`config.mk`:
```
export PLATFORM = sky130hd
export DESIGN_NAME = quadrature_encoder_detent_decoder
export DESIGN_NICKNAME = d
export VERILOG_FILES = /design/src/rtl/core/qedd_pkg.sv /design/src/rtl/core/qedd_cfg.sv /design/src/rtl/core/qedd_step.sv /design/src/rtl/core/quadrature_encoder_detent_decoder.sv
export SDC_FILE = /design/constraint.sdc
export NUM_CORES = 1
export LEC_CHECK = 0
export BUFFER_PORTS_ARGS = -buffer_cell sky130_fd_sc_hd__buf_4
export CELL_PAD_IN_SITES_DETAIL_PLACEMENT = 1
export CELL_PAD_IN_SITES_GLOBAL_PLACEMENT = 1
export CORE_ASPECT_RATIO = 0.5
export CORE_MARGIN = 10
export CORE_UTILIZATION = 35
export CTS_BUF_LIST = sky130_fd_sc_hd__clkbuf_8
export DETAILED_ROUTE_END_ITERATION = 10
export GPL_ROUTABILITY_DRIVEN = 0
export PLACE_DENSITY_LB_ADDON = 0.12
export SYNTH_ARGS = -nofsm -noshare
export SYNTH_HDL_FRONTEND = slang
export SYNTH_SLANG_ARGS = --single-unit
```
`constraint.sdc`:
```
create_clock -name clk -period 22.3 [get_ports clk]
set_clock_uncertainty 0.2 [all_clocks]
set_input_delay 2.23 -clock clk [delete_from_list [all_inputs] [get_ports clk]]
set_output_delay 2.23 -clock clk [all_outputs]
set_load 0.05 [all_outputs]
```
`src/rtl/core/qedd_pkg.sv`:
```
// Shared types and constants for the quadrature encoder detent decoder.
// No dependencies; every other file of the block imports this package.
`timescale 1ns / 1ps

package qedd_pkg;

  // Fixed geometry of the block
  localparam int ENC_SLOTS   = 4;
  localparam int IDX_W       = 2;
  localparam int DIV_W       = 8;
  localparam int ACC_W       = 9;
  localparam int SUM_W       = ACC_W + 1;

  localparam logic [DIV_W-1:0] DIV_RESET = 8'd4;
  localparam logic [DIV_W-1:0] DIV_MIN   = 8'd1;

  // Tap direction codes
  localparam logic DIR_POS = 1'b0;
  localparam logic DIR_NEG = 1'b1;

  // One sample of an encoder
  typedef struct packed {
    logic [IDX_W-1:0] encoder_index;
    logic             chan_a;
    logic             chan_b;
  } in_t;

  // One emitted tap
  typedef struct packed {
    logic [IDX_W-1:0] tap_encoder;
    logic             tap_direction;
  } out_t;

  // Per-encoder decode result handed from the step logic to the top level
  typedef struct packed {
    logic                    emit;
    logic                    dir;
    logic signed [ACC_W-1:0] accum_next;
  } step_res_t;

  // Quadrature step table, indexed by {previous phase, current phase}
  function automatic logic signed [1:0] quad_step(input logic [3:0] idx);
    logic signed [1:0] s;
    unique case (idx)
      4'd1, 4'd7, 4'd8, 4'd14: s = -2'sd1;
      4'd2, 4'd4, 4'd11, 4'd13: s = 2'sd1;
      default: s = 2'sd0;
    endcase
    return s;
  endfunction

endpackage

```
`src/rtl/core/qedd_cfg.sv`:
```
// Divider registers for the detent decoder, with clamping to a minimum of one.
// Depends on qedd_pkg.
`timescale 1ns / 1ps

module qedd_cfg
  import qedd_pkg::*;
(
  input  logic             clk,
  input  logic             rst,
  input  logic             cfg_we,
  input  logic [IDX_W-1:0] cfg_index,
  input  logic [DIV_W-1:0] cfg_data,
  input  logic [IDX_W-1:0] sel,
  output logic [DIV_W-1:0] divider
);

  logic [DIV_W-1:0] div_reg [ENC_SLOTS];
  logic [DIV_W-1:0] div_raw;

  // Register file, one divider per encoder
  always_ff @(posedge clk) begin
    if (rst) begin
      for (int k = 0; k < ENC_SLOTS; k++) begin
        div_reg[k] <= DIV_RESET;
      end
    end else if (cfg_we) begin
      div_reg[cfg_index] <= cfg_data;
    end
  end

  // A zero divider behaves as one
  assign div_raw = div_reg[sel];
  assign divider = (div_raw == '0) ? DIV_MIN : div_raw;

endmodule

```
`src/rtl/core/qedd_step.sv`:
```
// Combinational decode of one sample: table step, reversal clear, divider test.
// Depends on qedd_pkg.
`timescale 1ns / 1ps

module qedd_step
  import qedd_pkg::*;
(
  input  logic                    seen,
  input  logic [1:0]              last_phase,
  input  logic [1:0]              cur_phase,
  input  logic signed [ACC_W-1:0] accum,
  input  logic [DIV_W-1:0]        divider,
  output step_res_t               res
);

  logic signed [1:0]       st;
  logic signed [SUM_W-1:0] acc_x;
  logic signed [SUM_W-1:0] sum;
  logic signed [SUM_W-1:0] d;
  logic signed [SUM_W-1:0] nd;
  logic signed [SUM_W-1:0] rem_pos;
  logic signed [SUM_W-1:0] rem_neg;
  logic signed [SUM_W-1:0] acc_out;
  logic                    reversal;

  assign st = quad_step({last_phase, cur_phase});
  assign d  = $signed({2'b00, divider});
  assign nd = -d;

  // Direction reversal drops any pending steps
  assign reversal = (st > 0 && accum < 0) || (st < 0 && accum > 0);
  assign acc_x    = reversal ? '0 : {accum[ACC_W-1], accum};
  assign sum      = acc_x + {{(SUM_W-2){st[1]}}, st};

  assign rem_pos = sum - d;
  assign rem_neg = sum + d;

  // Threshold test; excess beyond one tap is clamped away
  always_comb begin
    res.emit = 1'b0;
    res.dir  = DIR_POS;
    acc_out  = sum;
    if (sum >= d) begin
      res.emit = 1'b1;
      res.dir  = DIR_POS;
      acc_out  = (rem_pos >= d) ? d - $signed(SUM_W'(1)) : rem_pos;
    end else if (sum <= nd) begin
      res.emit = 1'b1;
      res.dir  = DIR_NEG;
      acc_out  = (rem_neg <= nd) ? $signed(SUM_W'(1)) - d : rem_neg;
    end
    // First sample of an encoder only records the phase
    if (!seen) begin
      res.emit = 1'b0;
      acc_out  = '0;
    end
    res.accum_next = acc_out[ACC_W-1:0];
  end

endmodule

```
`src/rtl/core/quadrature_encoder_detent_decoder.sv`:
```
// Top level of the quadrature encoder detent decoder: sample register,
// per-encoder state and tap output register. Depends on qedd_pkg, qedd_cfg, qedd_step.
//
//   channel   direction   handshake              payload
//   in        input       in_valid / in_stall    in_data   (in_t)
//   out       output      out_valid / out_stall  out_data  (out_t)
//   cfg       input       cfg_we                 cfg_index, cfg_data
//
// One sample per cycle while in_stall is low. A taken sample is held in the sample register,
// and the decode and state update then write the output register from it.
// Reset clears all encoder state and sets every divider to 4.
// in_stall rises only when a decoded tap waits behind a held output transaction.
`timescale 1ns / 1ps

module quadrature_encoder_detent_decoder
  import qedd_pkg::*;
#(
  parameter int NUM_ENCODERS = 4
) (
  input  logic             clk,
  input  logic             rst,
  input  logic             in_valid,
  output logic             in_stall,
  input  in_t              in_data,
  output logic             out_valid,
  input  logic             out_stall,
  output out_t             out_data,
  input  logic             cfg_we,
  input  logic [IDX_W-1:0] cfg_index,
  input  logic [DIV_W-1:0] cfg_data
);

  logic                    s1_valid;
  in_t                     s1_data;
  logic [1:0]              last_phase [ENC_SLOTS];
  logic                    phase_seen [ENC_SLOTS];
  logic signed [ACC_W-1:0] step_accum [ENC_SLOTS];
  logic [IDX_W-1:0]        idx;
  logic [1:0]              cur_phase;
  logic [DIV_W-1:0]        divider;
  step_res_t               res;
  logic                    out_free;
  logic                    go;
  logic                    in_take;
  logic                    in_known;

  assign idx       = s1_data.encoder_index;
  assign cur_phase = {s1_data.chan_b, s1_data.chan_a};

  qedd_cfg u_cfg (
    .clk      (clk),
    .rst      (rst),
    .cfg_we   (cfg_we),
    .cfg_index(cfg_index),
    .cfg_data (cfg_data),
    .sel      (idx),
    .divider  (divider)
  );

  qedd_step u_step (
    .seen      (phase_seen[idx]),
    .last_phase(last_phase[idx]),
    .cur_phase (cur_phase),
    .accum     (step_accum[idx]),
    .divider   (divider),
    .res       (res)
  );

  // Flow control: the sample retires unless its tap has nowhere to go
  assign out_free = !out_valid || !out_stall;
  assign go       = s1_valid && (!res.emit || out_free);
  assign in_stall = s1_valid && !go;
  assign in_take  = in_valid && !in_stall;
  assign in_known = 32'(in_data.encoder_index) < NUM_ENCODERS;

  // Sample register; out-of-range encoders are dropped here
  always_ff @(posedge clk) begin
    if (rst) begin
      s1_valid <= 1'b0;
    end else if (in_take) begin
      s1_valid <= in_known;
    end else if (go) begin
      s1_valid <= 1'b0;
    end
  end

  always_ff @(posedge clk) begin
    if (in_take) begin
      s1_data <= in_data;
    end
  end

  // Per-encoder state update
  always_ff @(posedge clk) begin
    if (rst) begin
      for (int k = 0; k < ENC_SLOTS; k++) begin
        last_phase[k] <= '0;
        phase_seen[k] <= 1'b0;
        step_accum[k] <= '0;
      end
    end else if (go) begin
      last_phase[idx] <= cur_phase;
      phase_seen[idx] <= 1'b1;
      step_accum[idx] <= res.accum_next;
    end
  end

  // Output register
  always_ff @(posedge clk) begin
    if (rst) begin
      out_valid <= 1'b0;
    end else if (go && res.emit) begin
      out_valid <= 1'b1;
    end else if (!out_stall) begin
      out_valid <= 1'b0;
    end
  end

  always_ff @(posedge clk) begin
    if (go && res.emit) begin
      out_data.tap_encoder   <= idx;
      out_data.tap_direction <= res.dir;
    end
  end

endmodule

```
==> results.toml, run 1 <==
[critical_path]
reg2reg_slack_ps = 14170
max_stage_delay_ps = 610
slowest_stage = "mux4_2"
worstSetupStartpointType = "flop"
reg2reg_depth = 25
cp-end-kind = "primary output"
r2r-end = "step_accum[2][3]$_SDFFCE_PN0P_"
crit_fanout = 26
path_cells = "buf_4 > mux4_2 > mux4_2 > nor2b_1 > a22oi_1 > and2_1 > ha_1 > a21o_1 > a21oi_1 > o21bai_1 > a21oi_1 > o21bai_1 > xor2_1 > ha_1 > nor2_1 > nand3_1 > a21o_1 > a31o_2 > o211ai_2 > nand2_1 > nor2_1 > buf_4"
worstSetupPathType = "reg -> out"
cp.arrival_ps = 6760
crit_required_ps = 19870

[cts]
cts_hold_buf = 0
clkTransAtPathRegs_ps = 90
clock_latency_ps = 350
cts_setup_buffers = 0
cts.sinks = 91
numCtsBuffers = 9
cts.repair.resized = 0
cts_tree = "done"
cts_buffer_depth = 2
cts_htree_levels = 3
cts-root-buf = "clkbuf_8"

[floorplan]
dieArea_um2 = 24900
io_pins = 24
coreArea_um2 = 18400
num_rows = 35
die_h_um = 117
die_x_um = 213
start_util_pct = 35.6

[worst_hold_path]
whs_endpoint = "out_valid$_SDFFE_PP0P_"
hold_start = "out_valid$_SDFFE_PP0P_"
hold_class = "reg -> reg"
hold_path_depth = 2

[sta]
rsz0062_at_grt = "false"
hold_ws_ps = 331
setup_viol = 0
max-slew-margin-rel_pct = 21.8
min_period_ps = 9190
drv_slew = 0
timing.fmax_mhz = 109
period_share_pct = 41.2
timing.final.ws_setup_ps = 13110
finalHoldViolCount = 0
worstMarginPinSlew_ps = 1170
setup_tns_ps = 0

[logic_synthesis]
ys.warnings.count = 0
netlist.area_leader.share_pct = 39.9
syn_avg_cell_area_um2 = 10.7
synth_edf_count = 87
ys_seq_area_share_pct = 41.1
synth_nets = 688
synth_area_leaders = "edfxtp_1 (40%), ha_1 (11%), mux4_2 (7.2%)"
synth_cell_type_count = 67
synth-seq-cells = 91
syn_area_um2 = 6550
synth_area_leader_cell = "edfxtp_1"
synth-async-reset-ratio_pct = 0
synth_flop_cell = "edfxtp_1"
synthesis.instances = 609

[power_and_ir_drop]
total_leakage_power_nw = 2.85
power_density_nw_per_um2 = 125
power.total_uw = 901
ir_drop_uv = 43.2

[placed_design]
placed_area_um2 = 6990
dpl.hpwl_um = 15000
pre_cts_slack_ps = 13410
dp.cells = 860
io_buffers = 23

[route]
postRouteAntennaNets = 0
num_vias = 4872
dr.pass1.iters = 4
wl_um = 19000
drt_iter0_drc = 376
wl_per_cell_um = 21.7
drc = 0
vias_per_cell = 5.56

[final_layout]
nets = 710
final_core_util_pct = 39.1
syn_to_final_growth_pct = 9.77
fin_cells = 877
drive_gt1_share_pct = 15.3
stdcell_area_um2 = 7180
largest_reg_flops = 36

[global_routing]
grt_pass1_vias = 4980
antenna_found_initial = 0
grt_start_max_net_pins = 27
grt_pass1_wl_um = 29600
grt_overflow = 0
grt_usage_pct = 15.6

[job]
drv_cap = 0

[status]
outcome = "complete, no violations"
worst max-delay path by stage:
stage,from,end,slack [ps],cells past startpoint
4_1_cts,flop,in_stall,12980,22
3_3_place_gp,flop,in_stall,13490,21
3_5_place_dp,flop,in_stall,13410,22
6_report,flop,in_stall,13110,22
2_1_floorplan,flop,in_stall,13840,20
5_1_grt,flop,in_stall,12550,21
layout by cell type, fill, tap and decap left out, types with 13 or more instances in the layout:
cell,count
edfxtp_1,87
ha_1,57
nor2_1,55
inv_1,39
and2_1,38
a21oi_1,36
nand2_1,32
buf_4,30
xnor2_1,24
mux4_2,21
nor3_1,21
o21ai_0,15
a21o_1,13
synthesized netlist by cell type, drive strengths merged, types with 5 or more instances:
master	number
a21o	13
a21oi	37
and2	38
buf	6
clkbuf	13
edfxtp	87
ha	57
inv	39
mux2	11
mux2i	5
mux4	21
nand2	32
nand2b	10
nand3	7
nand4	5
nor2	56
nor2b	10
nor3	24
o2111ai	5
o21a	7
o21ai	21
o21bai	6
or2	7
or3	5
xnor2	24
xor2	5
layer usage:
layer	part of all wire (%)	track usage [%]	wire, um	vias to the layer above
li1	-	-	-	2308
met2	43	23.9	8260	90
met5	0	0	0	-
met4	0.74	3.43	141	0
met1	52	23.0	9930	2462
met3	3.6	1.55	693	12
where the power goes:
| part | switching (mW) | total, mW | internal [mW] |
|---|---|---|---|
| Clock | 0.0590 | 0.110 | 0.0514 |
| Combinational | 0.371 | 0.586 | 0.215 |
| Sequential | 0.00515 | 0.204 | 0.199 |
| Total | 0.435 | 0.901 | 0.466 |
cell type report:
type	instances	area (um2)
fill	2059	11200
multi-input combinational	460	3620
sequential	91	2690
tap	240	300
timing repair buffer	30	225
inverter	39	146
clock buffer	9	124
clock inverter	7	70.1
antenna	1	2.50
cells by family after synthesis:
family / Yosys count / share of synthesized area [%]
AND/OR/NAND/NOR: 206 / 16.3
AO/OA/AOI/OAI: 128 / 13.4
flip-flops: 91 / 41.1
adder cells (fa/ha/maj): 60 / 11.8
buffers and inverters: 58 / 3.57
multiplexers: 37 / 9.88
XOR/XNOR: 29 / 3.88
critical path, delay by kind of cell (launching register included):
kind            cells  cell delay, ps
compound gates      9            2150
xor+xnor            1             480
fa+ha+maj           2             600
buf+inv             2             640
flops               1             320
mux                 2            1140
simple gates        6            1060
Note: power is estimated with default switching activity, not from simulation.
==> run 2, diff against run 1 <==
clock period = 8.35 ns   (was 22.3 ns; I/O delays follow)
==> run 2 against run 1 <==
Sequential share of layout area shrank 0.078 points. Power rose to 2.6 times the previous value. Final area increased by 0.21%.
==> results.toml, run 2 (synthesis results as in run 1) <==
[sta]
worstMarginPinSlew_ps = 1210
max-slew-margin-rel_pct = 18.9
timing.final.ws_setup_ps = 611
period_share_pct = 92.7
setup_tns_ps = 0
min_period_ps = 7740
setup_viol = 0
timing.fmax_mhz = 129
drv_slew = 0
finalHoldViolCount = 0
rsz0062_at_grt = "false"
hold_ws_ps = 333

[floorplan]
start_util_pct = 35.6
die_h_um = 117
dieArea_um2 = 24900
coreArea_um2 = 18400
num_rows = 35
die_x_um = 213
io_pins = 24

[cts]
clkTransAtPathRegs_ps = 90
clock_latency_ps = 350
cts.repair.resized = 0
cts_tree = "done"
cts_hold_buf = 0
cts_buffer_depth = 2
cts.sinks = 91
cts_setup_buffers = 0
cts_htree_levels = 3
cts-root-buf = "clkbuf_8"
numCtsBuffers = 9

[global_routing]
grt_usage_pct = 15.2
grt_overflow = 0
antenna_found_initial = 0
grt_pass1_wl_um = 29000
grt_start_max_net_pins = 25
grt_pass1_vias = 5038

[critical_path]
cp_num_buf_inv = 1
max_stage_delay_ps = 600
slowest_stage = "mux4_2"
worstSetupStartpointType = "flop"
crit_required_ps = 8240
worstSetupPathType = "reg -> reg"
cp.arrival_ps = 7630
crit_fanout = 24
cp-end-kind = "flop"
critical_path.top_delay_family = "compound AO/OA/AOI/OAI gates"

[route]
vias_per_cell = 5.46
num_vias = 4790
drc = 0
top_layer = "met4"
drt_iter0_drc = 294
wl_um = 18300
met3WireLength_um = 610
wl_per_cell_um = 20.9
wl_met1_um = 9640
met2_wirelength_um = 7860
dr.pass1.iters = 4
postRouteAntennaNets = 0

[final_layout]
largest_reg_flops = 36
stdcell_area_um2 = 7200
multi_input_area_um2 = 3640
final_cell_mix = "edfxtp_1 (87), ha_1 (57), nor2_1 (55)"
regArea_um2 = 2690
nFillCells = 2055
nets = 711
layout.cells.most_common = "edfxtp_1"
num_antenna_cells = 0
final_core_util_pct = 39.1
drive_gt1_share_pct = 16.0
syn_to_final_growth_pct = 10.0

[power_and_ir_drop]
p_clk_share_pct = 11.8
ir_drop_uv = 141
pwr-share-seq_pct = 22.9
netSwitchingFraction_pct = 48.1
internal-power_mw = 1.23
total_leakage_power_nw = 2.87
power_density_nw_per_um2 = 330
power_switching_mw = 1.14
combinationalPowerShare_pct = 65.3

[placed_design]
io_buffers = 23
dpl.hpwl_um = 14600
pre_cts_slack_ps = 460
placed_area_um2 = 7000

[status]
outcome = "complete, no violations"

[worst_hold_path]
hold_class = "reg -> reg"

[job]
drv_cap = 0
==> run 2: path summary, 6_finish.rpt <==
check	cells after the start	endpoint	slack (ps)	start
worst min-delay path	2	out_valid$_SDFFE_PP0P_	330	out_valid$_SDFFE_PP0P_
worst max register to register	27	step_accum[2][2]$_SDFFCE_PN0P_	610	flop
worst max-delay path	27	step_accum[2][2]$_SDFFCE_PN0P_	610	flop
worst min register to register	2	out_valid$_SDFFE_PP0P_	330	out_valid$_SDFFE_PP0P_
==> run 2: through the flow <==
stage,power [mW],instances
finish,2.38,877
CTS,2.38,877
global placement,2.10,861
detailed placement,2.09,861
global route,2.58,877
floorplan,1.62,609
==> run 2: tightest hold or removal path, stage by stage, from the launching register on <==
cell and delay [ps]:
dfxtp_1 340, nand2_1 90, a21oi_1 60
==> run 2: power by group through the flow <==
stage / registers [mW] / clock network (mW) / logic [mW]
6_report: 0.545 / 0.279 / 1.55
3_5_place_dp: 0.555 / 0 / 1.53
5_1_grt: 0.548 / 0.308 / 1.72
3_3_place_gp: 0.555 / 0 / 1.54
4_1_cts: 0.545 / 0.288 / 1.55
2_1_floorplan: 0.553 / 0 / 1.07
==> run 2: cell type report <==
type | instances | share of cell area (%)
timing repair buffer | 31 | 3.28
tap | 240 | 4.17
clock inverter | 5 | 0.487
clock buffer | 11 | 2.10
inverter | 39 | 2.03
sequential | 91 | 37.4
multi-input combinational | 460 | 50.5
==> run 2: per-layer routing <==
| metal | track usage, % | up-vias |
|---|---|---|
| li1 | - | 2319 |
| met1 | 21.9 | 2378 |
| met3 | 1.61 | 17 |
| met5 | 0 | - |
| met2 | 23.9 | 76 |
| met4 | 3.85 | 0 |
==> run 3, diff against run 2 <==
clock period = 7 ns   (was 8.35 ns; I/O delays follow)
==> run 3 against run 2 <==
Count of clock-buffer cells in the layout stayed put. Sequential share of layout area decreased by 3.5 points. First-iteration DRC count increased by 2.4%. Final area grew 11%. Maximum frequency rose by 14%. Combinational power increased by 61%. Setup slack worse by 410 ps. Non-clock buffer count grew 60. Final cell count is 6.8% higher. Hold slack worse by 11 ps.
==> results.toml, run 3 (synthesis results as in run 1) <==
[status]
outcome = "complete, no violations"

[critical_path]
worstSetupStartpointType = "flop"
cp-end-kind = "flop"
slowest_stage = "mux4_2"
cp.arrival_ps = 6680
max_stage_delay_ps = 560
worstSetupPathType = "reg -> reg"
crit_fanout = 5
r2r-end = "step_accum[1][8]$_SDFFCE_PN0P_"
reg2reg_depth = 28
cp_num_buf_inv = 4
reg2reg_slack_ps = 200
path_common_cell = "buf_4"
crit_required_ps = 6880
critical_path.top_delay_family = "compound AO/OA/AOI/OAI gates"

[placed_design]
placed_area_um2 = 7390
dpl.hpwl_um = 15800
pre_cts_slack_ps = -167
io_buffers = 23
dp.cells = 909

[final_layout]
num_antenna_cells = 0
nets = 771
regArea_um2 = 2700
drive_gt1_share_pct = 28.0
nFillCells = 2049
multi_input_area_um2 = 3870
fin_cells = 937
syn_to_final_growth_pct = 21.7
stdcell_area_um2 = 7970
final_cell_mix = "edfxtp_1 (87), buf_4 (87), nor2_1 (54), ha_1 (54), inv_1 (38)"
largest_reg_flops = 36

[floorplan]
die_h_um = 117
coreArea_um2 = 18400
die_x_um = 213
num_rows = 35
dieArea_um2 = 24900
start_util_pct = 35.6
io_pins = 24

[route]
wl_um = 19900
dr.pass1.iters = 4
num_vias = 5015
vias_per_cell = 5.35
postRouteAntennaNets = 0
drc = 0
drt_iter0_drc = 301
wl_per_cell_um = 21.2

[sta]
min_period_ps = 6800
max-slew-margin-rel_pct = 24.3
timing.final.ws_setup_ps = 200
worstMarginPinSlew_ps = 1130
setup_tns_ps = 0
period_share_pct = 97.1
timing.fmax_mhz = 147
setup_viol = 0
drv_slew = 0
finalHoldViolCount = 0

[global_routing]
grt_usage_pct = 16.2
grt_overflow = 0
grt_pass1_vias = 5374
antenna_found_initial = 0
grt_start_max_net_pins = 23
grt_pass1_wl_um = 31200

[cts]
cts-root-buf = "clkbuf_8"
cts_hold_buf = 0
cts_tree = "done"
clock_latency_ps = 350
cts_htree_levels = 3
cts_buffer_depth = 2
numCtsBuffers = 9
cts.sinks = 91
clkTransAtPathRegs_ps = 90

[power_and_ir_drop]
total_leakage_power_nw = 3.25
ir_drop_uv = 171
power.total_mw = 3.56
power_density_nw_per_um2 = 447

[job]
drv_cap = 0

[worst_hold_path]
hold_start = "in_data[1]"
hold_class = "in -> reg"
hold_path_depth = 1
whs_endpoint = "cur_phase[0]$_DFFE_PP_"
[run 3: cell types whose count changed in the layout (fill, tap and decap cells not counted), moves of 3 or more]
cell / before / now
ha_1: 57 / 54
buf_4: 30 / 87
a21oi_2: 1 / 6
a21oi_1: 36 / 29
xnor2_2: 0 / 6
xnor2_1: 24 / 18
[run 3: per-stage QoR]
step                hold slack [ps]  utilization (%)
floorplan                       224                -
global placement                315             40.2
detailed placement              320             40.2
CTS                             305             42.0
global route                    292             43.3
finish                          322             43.3
[run 3: timing repair]
| item | CTS | global route |
|---|---|---|
| pin swaps | 2 | 11 |
| endpoints found under the setup margin | 37 | 37 |
| gates resized for setup | 15 | 37 |
| setup buffers | 2 | 10 |
[run 3: how the worst max path moves through the flow]
stage | from | to | slack, ps | cells after the start
2_1_floorplan | flop | step_accum[2][2]$_SDFFCE_PN0P_ | 10 | 28
3_3_place_gp | flop | step_accum[2][3]$_SDFFCE_PN0P_ | -70 | 27
6_report | flop | step_accum[1][8]$_SDFFCE_PN0P_ | 200 | 28
5_1_grt | flop | step_accum[1][1]$_SDFFCE_PN0P_ | -50 | 26
4_1_cts | flop | step_accum[0][2]$_SDFFCE_PN0P_ | -3 | 25
3_5_place_dp | flop | step_accum[0][8]$_SDFFCE_PN0P_ | -170 | 28
[run 3: power breakdown]
group / switching [mW] / internal, mW / total, mW
registers: 0.0154 / 0.635 / 0.650
clock network: 0.188 / 0.222 / 0.410
logic: 1.38 / 1.12 / 2.50
[run 3: layout make-up]
class                      instances  share of cell area [%]
multi-input combinational        460                    48.6
sequential                        91                    33.9
timing repair buffer              91                    8.97
tap                              240                    3.77
clock buffer                      11                    1.90
inverter                          39                    1.84
clock inverter                     5                    1.05
[run 3: routing by layer]
layer	GRT usage, %	vias up	wire length [um]
met3	1.42	14	787
met5	0	-	0
li1	-	2424	-
met1	23.2	2495	9980
met4	3.94	0	237
met2	25.8	82	8900
